## config.mk

```make
export PLATFORM = sky130hd
export DESIGN_NAME = double_ended_queue
export DESIGN_NICKNAME = d
export VERILOG_FILES = /design/src/dq_pkg.sv /design/src/dq_cell.sv /design/src/dq_chain.sv /design/src/double_ended_queue.sv
export SDC_FILE = /design/constraint.sdc
export NUM_CORES = 2
export LEC_CHECK = 0
export ABC_AREA = 1
export BUFFER_PORTS_ARGS = -buffer_cell sky130_fd_sc_hd__buf_2
export CAP_MARGIN = 40
export CORE_UTILIZATION = 62
export CTS_CLUSTER_SIZE = 40
export DETAILED_ROUTE_END_ITERATION = 8
export HOLD_SLACK_MARGIN = 0.02
export PLACE_DENSITY = 0.8
export SKIP_CTS_REPAIR_TIMING = 1
export SLEW_MARGIN = 20
export SYNTH_ARGS = -nofsm -noshare
export SYNTH_HDL_FRONTEND = slang
export SYNTH_SLANG_ARGS = --single-unit
```

## constraint.sdc

```tcl
create_clock -name clock -period 5.5 [get_ports clock]
set_input_delay 0.275 -clock clock [delete_from_list [all_inputs] [get_ports clock]]
set_output_delay 0.275 -clock clock [all_outputs]
set_load 0.1 [all_outputs]
```

## src/dq_pkg.sv

```systemverilog
`timescale 1ns / 1ps
`default_nettype none
// ----------------------------------------------------------------------------
// dq_pkg: shared types and constants of the double-ended queue
// Operation and status codes, port field layout and the cell command type.
// ----------------------------------------------------------------------------
package dq_pkg;

   localparam int DEPTH_DEF      = 16;
   localparam int WORD_WIDTH_DEF = 32;

   // port field widths
   localparam int OP_W   = 2;
   localparam int DATA_W = 32;
   localparam int OCC_W  = 5;
   localparam int STAT_W = 2;

   // result tdata layout, lowest bit up
   localparam int RSP_FRONT_LSB = 0;
   localparam int RSP_BACK_LSB  = RSP_FRONT_LSB + DATA_W;
   localparam int RSP_OCC_LSB   = RSP_BACK_LSB + DATA_W;
   localparam int RSP_EMPTY_BIT = RSP_OCC_LSB + OCC_W;
   localparam int RSP_FULL_BIT  = RSP_EMPTY_BIT + 1;
   localparam int RSP_STAT_LSB  = RSP_FULL_BIT + 1;
   localparam int RSP_USED_W    = RSP_STAT_LSB + STAT_W;
   localparam int RSP_TDATA_W   = ((RSP_USED_W + 7) / 8) * 8;

   typedef enum logic [OP_W-1:0] {
      OP_PUSH_FRONT = 2'd0,
      OP_PUSH_BACK  = 2'd1,
      OP_POP_FRONT  = 2'd2,
      OP_POP_BACK   = 2'd3
   } op_type;

   typedef enum logic [STAT_W-1:0] {
      ST_OK    = 2'd0,
      ST_EMPTY = 2'd1,
      ST_FULL  = 2'd2
   } status_type;

   // per-chain command, broadcast to every cell
   typedef struct packed {
      logic shift_up;    // cell i takes cell i-1, cell 0 takes the new word
      logic shift_down;  // cell i takes cell i+1
      logic write_at;    // the cell whose index equals the count takes the new word
   } cell_cmd_type;

endpackage
`default_nettype wire

```

## src/dq_cell.sv

```systemverilog
`timescale 1ns / 1ps
`default_nettype none
// ----------------------------------------------------------------------------
// dq_cell: one storage cell of a queue chain
// Holds one word; loads from a neighbor or the new word per the chain command.
// ----------------------------------------------------------------------------
module dq_cell import dq_pkg::*; #(
   parameter int CNT_W      = 5,
   parameter int INDEX      = 0,
   parameter int WORD_WIDTH = WORD_WIDTH_DEF
) (
   input  wire logic                  clock,
   input  wire cell_cmd_type          cmd,
   input  wire logic [CNT_W-1:0]      count,
   input  wire logic [WORD_WIDTH-1:0] new_word,
   input  wire logic [WORD_WIDTH-1:0] up_word,     // lower neighbor (or new word)
   input  wire logic [WORD_WIDTH-1:0] down_word,   // upper neighbor
   output logic      [WORD_WIDTH-1:0] word
);

   localparam logic [CNT_W-1:0] MY_INDEX = CNT_W'(INDEX);

   logic [WORD_WIDTH-1:0] data_ff;
   logic [WORD_WIDTH-1:0] data_in;

   always_comb begin
      priority if (cmd.shift_up) begin
         data_in = up_word;
      end else if (cmd.shift_down) begin
         data_in = down_word;
      end else if (cmd.write_at && (count == MY_INDEX)) begin
         data_in = new_word;
      end else begin
         data_in = data_ff;
      end
   end

   always_ff @(posedge clock) begin
      data_ff <= data_in;
   end

   assign word = data_ff;

endmodule
`default_nettype wire

```

## src/dq_chain.sv

```systemverilog
`timescale 1ns / 1ps
`default_nettype none
// ----------------------------------------------------------------------------
// dq_chain: row of cells with one end fixed
// Cell 0 always holds the word at this chain's end of the queue.
// ----------------------------------------------------------------------------
module dq_chain import dq_pkg::*; #(
   parameter int DEPTH      = DEPTH_DEF,
   parameter int WORD_WIDTH = WORD_WIDTH_DEF,
   parameter int CNT_W      = $clog2(DEPTH + 1)
) (
   input  wire logic                  clock,
   input  wire cell_cmd_type          cmd,
   input  wire logic [CNT_W-1:0]      count,
   input  wire logic [WORD_WIDTH-1:0] new_word,
   output logic      [WORD_WIDTH-1:0] end_word
);

   logic [WORD_WIDTH-1:0] cell_word [DEPTH];

   for (genvar i = 0; i < DEPTH; i++) begin : g_cell
      logic [WORD_WIDTH-1:0] up_word;
      logic [WORD_WIDTH-1:0] down_word;

      if (i == 0) begin : g_first
         assign up_word = new_word;
      end else begin : g_mid_up
         assign up_word = cell_word[i-1];
      end

      if (i == DEPTH - 1) begin : g_last
         assign down_word = cell_word[i];
      end else begin : g_mid_down
         assign down_word = cell_word[i+1];
      end

      dq_cell #(
         .CNT_W      (CNT_W),
         .INDEX      (i),
         .WORD_WIDTH (WORD_WIDTH)
      ) u_cell (
         .clock     (clock),
         .cmd       (cmd),
         .count     (count),
         .new_word  (new_word),
         .up_word   (up_word),
         .down_word (down_word),
         .word      (cell_word[i])
      );
   end

   assign end_word = cell_word[0];

endmodule
`default_nettype wire

```

## src/double_ended_queue.sv

```systemverilog
`timescale 1ns / 1ps
`default_nettype none
// ----------------------------------------------------------------------------
// double_ended_queue: bounded deque built from two shifting cell chains
// Push/pop at either end, one result item per request item.
// ----------------------------------------------------------------------------
// Usage
//  - Request channel req_*: tuser carries the operation (push front, push
//    back, pop front, pop back), tdata the word to push.
//  - Result channel rsp_*: one item per request with the front and back words
//    after the operation, occupancy, empty/full flags and a status code
//    (ok, pop from empty, push into full). A rejected operation changes
//    nothing.
//  - Latency: the result is valid the cycle after the request is accepted.
//  - Throughput: one item per cycle unless stalled. Each operation is a
//    single broadcast command into two rows of DEPTH cells: one row keeps
//    the front word in its cell 0, the other keeps the back word in its
//    cell 0 (reverse order), so both ends are read at fixed places.
//  - Stall: the result register holds while rsp_tready is low; req_tready
//    is high whenever that register is empty or being drained this cycle.
//  - Reset: synchronous; the queue comes up empty, no result pending. The
//    cells are not cleared: only cells below the count are ever shown.
// ----------------------------------------------------------------------------
module double_ended_queue import dq_pkg::*; #(
   parameter int DEPTH      = DEPTH_DEF,
   parameter int WORD_WIDTH = WORD_WIDTH_DEF
) (
   input  wire logic                   clock,
   input  wire logic                   reset,
   // request
   input  wire logic                   req_tvalid,
   output logic                        req_tready,
   input  wire logic [DATA_W-1:0]      req_tdata,   // [31:0] data_in
   input  wire logic [OP_W-1:0]        req_tuser,   // [1:0] op
   // result
   output logic                        rsp_tvalid,
   input  wire logic                   rsp_tready,
   output logic      [RSP_TDATA_W-1:0] rsp_tdata    // [31:0] front_word,
                                                    // [63:32] back_word,
                                                    // [68:64] occupancy,
                                                    // [69] is_empty,
                                                    // [70] is_full,
                                                    // [72:71] status, rest zero
);

   localparam int CNT_W = $clog2(DEPTH + 1);
   localparam logic [CNT_W-1:0] CNT_FULL = CNT_W'(DEPTH);
   localparam logic [CNT_W-1:0] CNT_ONE  = CNT_W'(1);

   // ---------------------------------------------------------------------
   // state
   // ---------------------------------------------------------------------
   logic [CNT_W-1:0] count_ff;
   logic [CNT_W-1:0] count_in;
   status_type       status_ff;
   status_type       status_in;
   logic             rsp_valid_ff;
   logic             rsp_valid_in;

   logic                  accept;
   op_type                op;
   logic [WORD_WIDTH-1:0] new_word;
   cell_cmd_type          front_cmd;
   cell_cmd_type          back_cmd;
   logic [WORD_WIDTH-1:0] front_raw;
   logic [WORD_WIDTH-1:0] back_raw;
   logic [DATA_W-1:0]     front_out;
   logic [DATA_W-1:0]     back_out;
   logic                  is_empty;
   logic                  is_full;

   assign req_tready = !rsp_valid_ff || rsp_tready;
   assign accept     = req_tvalid && req_tready;
   assign op         = op_type'(req_tuser);

   // input word to storage width
   if (WORD_WIDTH > DATA_W) begin : g_in_ext
      assign new_word = {{(WORD_WIDTH - DATA_W){1'b0}}, req_tdata};
   end else begin : g_in_cut
      assign new_word = req_tdata[WORD_WIDTH-1:0];
   end

   // ---------------------------------------------------------------------
   // decode: commands to both chains, next count and status
   // front chain: cell 0 = front; back chain: cell 0 = back
   // ---------------------------------------------------------------------
   always_comb begin
      front_cmd = '0;
      back_cmd  = '0;
      count_in  = count_ff;
      status_in = status_ff;
      if (accept) begin
         status_in = ST_OK;
         unique case (op)
            OP_PUSH_FRONT: begin
               if (count_ff == CNT_FULL) begin
                  status_in = ST_FULL;
               end else begin
                  front_cmd.shift_up = 1'b1;
                  back_cmd.write_at  = 1'b1;   // new far end of the back chain
                  count_in           = count_ff + CNT_ONE;
               end
            end
            OP_PUSH_BACK: begin
               if (count_ff == CNT_FULL) begin
                  status_in = ST_FULL;
               end else begin
                  front_cmd.write_at = 1'b1;
                  back_cmd.shift_up  = 1'b1;
                  count_in           = count_ff + CNT_ONE;
               end
            end
            OP_POP_FRONT: begin
               if (count_ff == '0) begin
                  status_in = ST_EMPTY;
               end else begin
                  front_cmd.shift_down = 1'b1;  // back chain just forgets its tail
                  count_in             = count_ff - CNT_ONE;
               end
            end
            OP_POP_BACK: begin
               if (count_ff == '0) begin
                  status_in = ST_EMPTY;
               end else begin
                  back_cmd.shift_down = 1'b1;
                  count_in            = count_ff - CNT_ONE;
               end
            end
            default: begin
               status_in = ST_OK;
            end
         endcase
      end
   end

   // result register: filled on accept, drained on rsp_tready
   always_comb begin
      rsp_valid_in = rsp_valid_ff;
      if (accept) begin
         rsp_valid_in = 1'b1;
      end else if (rsp_tready) begin
         rsp_valid_in = 1'b0;
      end
   end

   always_ff @(posedge clock) begin
      if (reset) begin
         count_ff     <= '0;
         status_ff    <= ST_OK;
         rsp_valid_ff <= 1'b0;
      end else begin
         count_ff     <= count_in;
         status_ff    <= status_in;
         rsp_valid_ff <= rsp_valid_in;
      end
   end

   // ---------------------------------------------------------------------
   // the two cell chains
   // ---------------------------------------------------------------------
   dq_chain #(
      .DEPTH      (DEPTH),
      .WORD_WIDTH (WORD_WIDTH),
      .CNT_W      (CNT_W)
   ) u_front_chain (
      .clock    (clock),
      .cmd      (front_cmd),
      .count    (count_ff),
      .new_word (new_word),
      .end_word (front_raw)
   );

   dq_chain #(
      .DEPTH      (DEPTH),
      .WORD_WIDTH (WORD_WIDTH),
      .CNT_W      (CNT_W)
   ) u_back_chain (
      .clock    (clock),
      .cmd      (back_cmd),
      .count    (count_ff),
      .new_word (new_word),
      .end_word (back_raw)
   );

   // ---------------------------------------------------------------------
   // result payload straight from state; it only moves when the item is taken
   // ---------------------------------------------------------------------
   assign is_empty = (count_ff == '0);
   assign is_full  = (count_ff == CNT_FULL);

   if (WORD_WIDTH >= DATA_W) begin : g_out_cut
      assign front_out = is_empty ? '0 : front_raw[DATA_W-1:0];
      assign back_out  = is_empty ? '0 : back_raw[DATA_W-1:0];
   end else begin : g_out_ext
      assign front_out = is_empty ? '0 : {{(DATA_W - WORD_WIDTH){1'b0}}, front_raw};
      assign back_out  = is_empty ? '0 : {{(DATA_W - WORD_WIDTH){1'b0}}, back_raw};
   end

   // occupancy field keeps the low bits of the count
   logic [OCC_W-1:0] occupancy;
   if (CNT_W >= OCC_W) begin : g_occ_cut
      assign occupancy = count_ff[OCC_W-1:0];
   end else begin : g_occ_ext
      assign occupancy = {{(OCC_W - CNT_W){1'b0}}, count_ff};
   end

   assign rsp_tvalid = rsp_valid_ff;
   assign rsp_tdata  = {{(RSP_TDATA_W - RSP_USED_W){1'b0}},
                        status_ff, is_full, is_empty, occupancy, back_out, front_out};

endmodule
`default_nettype wire

```

==> impl_metrics.ini <==
[run_status]
status = finished with violations
violations = DRC

[cts]
htree_levels = 3
insertion_delay_ps = 660
cts.sinks = 1032
clk_pin_slew_ps = 60
clock-root-buffer = clkbuf_16
cts_tree = built
cts_buffer_depth = 3
cts_made_buffers = 104

[hold_path]
min-delay-path-class = input port to register
min_path_cells = 3
min_to = u_front_chain.g_cell[15].u_cell.word[25]
worstHoldStart = req_tdata[25]

[worst_setup_path]
cp.required_ps = 5220
crit_top_cell = inv_1
worstSetupStartpointType = register
cp.arrival_ps = 3620
startpoint = count_ff[0]
crit_chain = inv_1 > ha_1 > inv_1 > nor2_4 > nand2_8 > clkinv_2 > buf_12 > nor2_1 > buf_2
worstSetupEndpointType = output pin
critical_path_class = register to output pin
crit_family = buffers and inverters
r2r_end = u_back_chain.g_cell[2].u_cell.word[9]
crit_fanout = 48
ff2ff_path_depth = 7
r2r_setup_slack_ps = 1710
r2r-start = rsp_tvalid
cpPeakStageDelay_ps = 590
crit_buf_inv = 5
critPathSlowestCell = clkinv_2

[pwr]
power_mw = 20.6
seqPwrFrac_pct = 47.9
p_clk_share_pct = 33.8
p_comb_share_pct = 18.2
swShare_pct = 31.1
peakVddDrop_uv = 323
pwr_density_cell_nw_per_um2 = 388
power_switching_mw = 6.41
p_int_mw = 14.2
p_leak_nw = 18.9

[grt]
use_met3_pct = 7.18
antenna_found_initial = 3
gr-total-overflow = 0
grtUsageMet1_pct = 50.3
grt_pass1_vias = 35100
gr-usage-met2_pct = 47.8
grt_pass1_wl_um = 205000
grt_max_degree = 251
grt_util_all_layers_pct = 33.4
top_usage_layer = met1

[job]
drv_cap = 0

[die]
ios = 120
start_util_pct = 63.1
die_h_um = 281
rows = 101
die_x_um = 281
core_area_sq_um = 76500
fp.dieArea_sq_um = 78900

[logic_synthesis]
syn_area_sq_um = 48200
synth_cell_types = 26
synth_area_leaders = edfxtp_1, nand2_1, nand3_1, nand4_1, buf_2
ys_warn_count = 0
avgSynthCellArea_sq_um = 9.93
netlist.area_leader.share_pct = 63.8
synth_cells = 4859
ys_seq_area_share_pct = 64.1
synth_top_area_cell = edfxtp_1
synth-seq-cells = 1032

[routing]
drc = 3
post_drt_wl_per_cell_um = 22.7
vias = 38400
drt-initial-drc-count = 6519
antenna_left = 0
wirelength_um = 133000
via_per_inst = 6.55
drt_first_pass_iters = 9

[sta]
setup_tns_ps = 0
relSlewSlack_pct = 19.7
slew_viol_final = 0
finalSetupViolCount = 0
holdWs_ps = 86.8
finalHoldViolations = 0
fin_ws_ps = 1610
worst_slew_pin_slew_ps = 1210
fin_crit_ps = 3890
skew_ps = 15.2
finalCritPeriodShare_pct = 70.8
rsz0062_at_grt = no
fmax_mhz = 257

[cells_and_area]
areaGrowthSynthToFinish_pct = 10.3
antenna_cells = 0
layout-drive-gt1-share_pct = 8.35
fillCellCount = 5422
final_nets = 4783
post-route-util_pct = 69.6

[place]
io_buffers = 112
gp_congestion = 0.863
pre_cts_slack_ps = 1570
dp_hpwl_um = 80400
==> logic make-up after synthesis <==
family | synth area share, %
xor gates and xnor gates | 0.0363
adders and majority gates | 0.156
DFF | 64.1
other | 0.00778
buffers and inverters | 5.05
AOI/OAI and AO/OA | 0.799
and+or+nand+nor | 29.9
==> worst max-delay path by stage <==
stage	slack, ps	endpoint	cells past startpoint
2_1_floorplan	550	u_back_chain.g_cell[7].u_cell.word[0]	6
3_3_place_gp	1490	u_front_chain.g_cell[5].u_cell.word[6]	11
3_5_place_dp	1570	u_front_chain.g_cell[1].u_cell.word[9]	12
4_1_cts	1550	u_front_chain.g_cell[14].u_cell.word[2]	12
5_1_grt	1480	rsp_tdata[19]	9
6_report	1610	rsp_tdata[19]	9
==> per-layer routing <==
layer | up-vias | wire length (um)
met5 | - | 41
met4 | 6 | 4940
met3 | 283 | 16300
met2 | 2829 | 58600
met1 | 18400 | 53300
li1 | 16900 | -
==> sequential cells by signal, indices dropped and copies added, names as in the netlist <==
register                          flops
count_ff                              5
rsp_tvalid                            1
status_ff                             2
u_back_chain.g_cell.u_cell.word     512
u_front_chain.g_cell.u_cell.word    512
==> worst reg2reg max path, cell delays in order (launching register included) <==
cell and delay, ps:
dfxtp_1 300, nand2_1 90, nand2_1 140, inv_8 510, nand3_4 750, buf_4 520
o21ai_4 710, buf_4 430
==> cells in the final DEF (no fill, tap or decap), types with 18 or more instances in the layout <==
master,netlist,final
buf_16,0,31
buf_2,175,112
buf_4,41,31
clkbuf_1,172,24
clkbuf_16,0,108
clkinv_1,0,32
clkinv_2,0,18
edfxtp_1,1024,1024
inv_1,112,111
nand2_1,1735,1735
nand2_2,29,28
nand3_1,902,901
nand4_1,450,450
nor2_1,77,77
o21ai_0,69,37
o21ai_4,0,32
==> power groups by stage <==
| stage | Sequential (mW) | Combinational [mW] | Clock, mW |
|---|---|---|---|
| after floorplan | 9.99 | 2.63 | 0 |
| after global placement | 10.0 | 3.42 | 0 |
| after detailed placement | 10.0 | 3.66 | 0 |
| after CTS | 9.87 | 3.67 | 6.99 |
| after global routing | 9.94 | 3.96 | 7.29 |
| final | 9.89 | 3.76 | 6.98 |
==> per-stage QoR <==
step	cell area, sq um	std cells
final	53200	5857
after detailed placement	49800	5659
after floorplan	48200	4865
after global routing	53200	5857
after CTS	53100	5853
after global placement	49000	5627
==> final cells by class <==
type	instances	area (sq um)	share of cell area, %
multi-input cells	3293	15300	28.8
well taps	1030	1290	2.42
clock buffers	132	2790	5.25
repair buffers	189	1930	3.62
flip-flops and latches	1032	30900	58.1
clock inverters	62	497	0.934
inverters	119	478	0.899
==> synthesized netlist by cell type <==
| library cell | n |
|---|---|
| nor2_1 | 77 |
| ha_1 | 6 |
| edfxtp_1 | 1024 |
| nand3_2 | 3 |
| inv_1 | 112 |
| conb_1 | 1 |
| dfxtp_1 | 8 |
| buf_4 | 41 |
| o21ai_0 | 69 |
| clkbuf_1 | 172 |
| buf_2 | 175 |
| nand4_1 | 450 |
| nand2_2 | 29 |
| nand3b_2 | 1 |
| nand3_1 | 902 |
| xor2_1 | 1 |
| a21oi_1 | 8 |
| buf_1 | 28 |
| inv_2 | 7 |
| nor2_4 | 1 |
| xnor2_1 | 1 |
| nor2_8 | 1 |
| or2_2 | 1 |
| buf_6 | 5 |
| nand2_1 | 1735 |
| nor2_2 | 1 |
No activity file was read; power rests on OpenSTA's default activity.
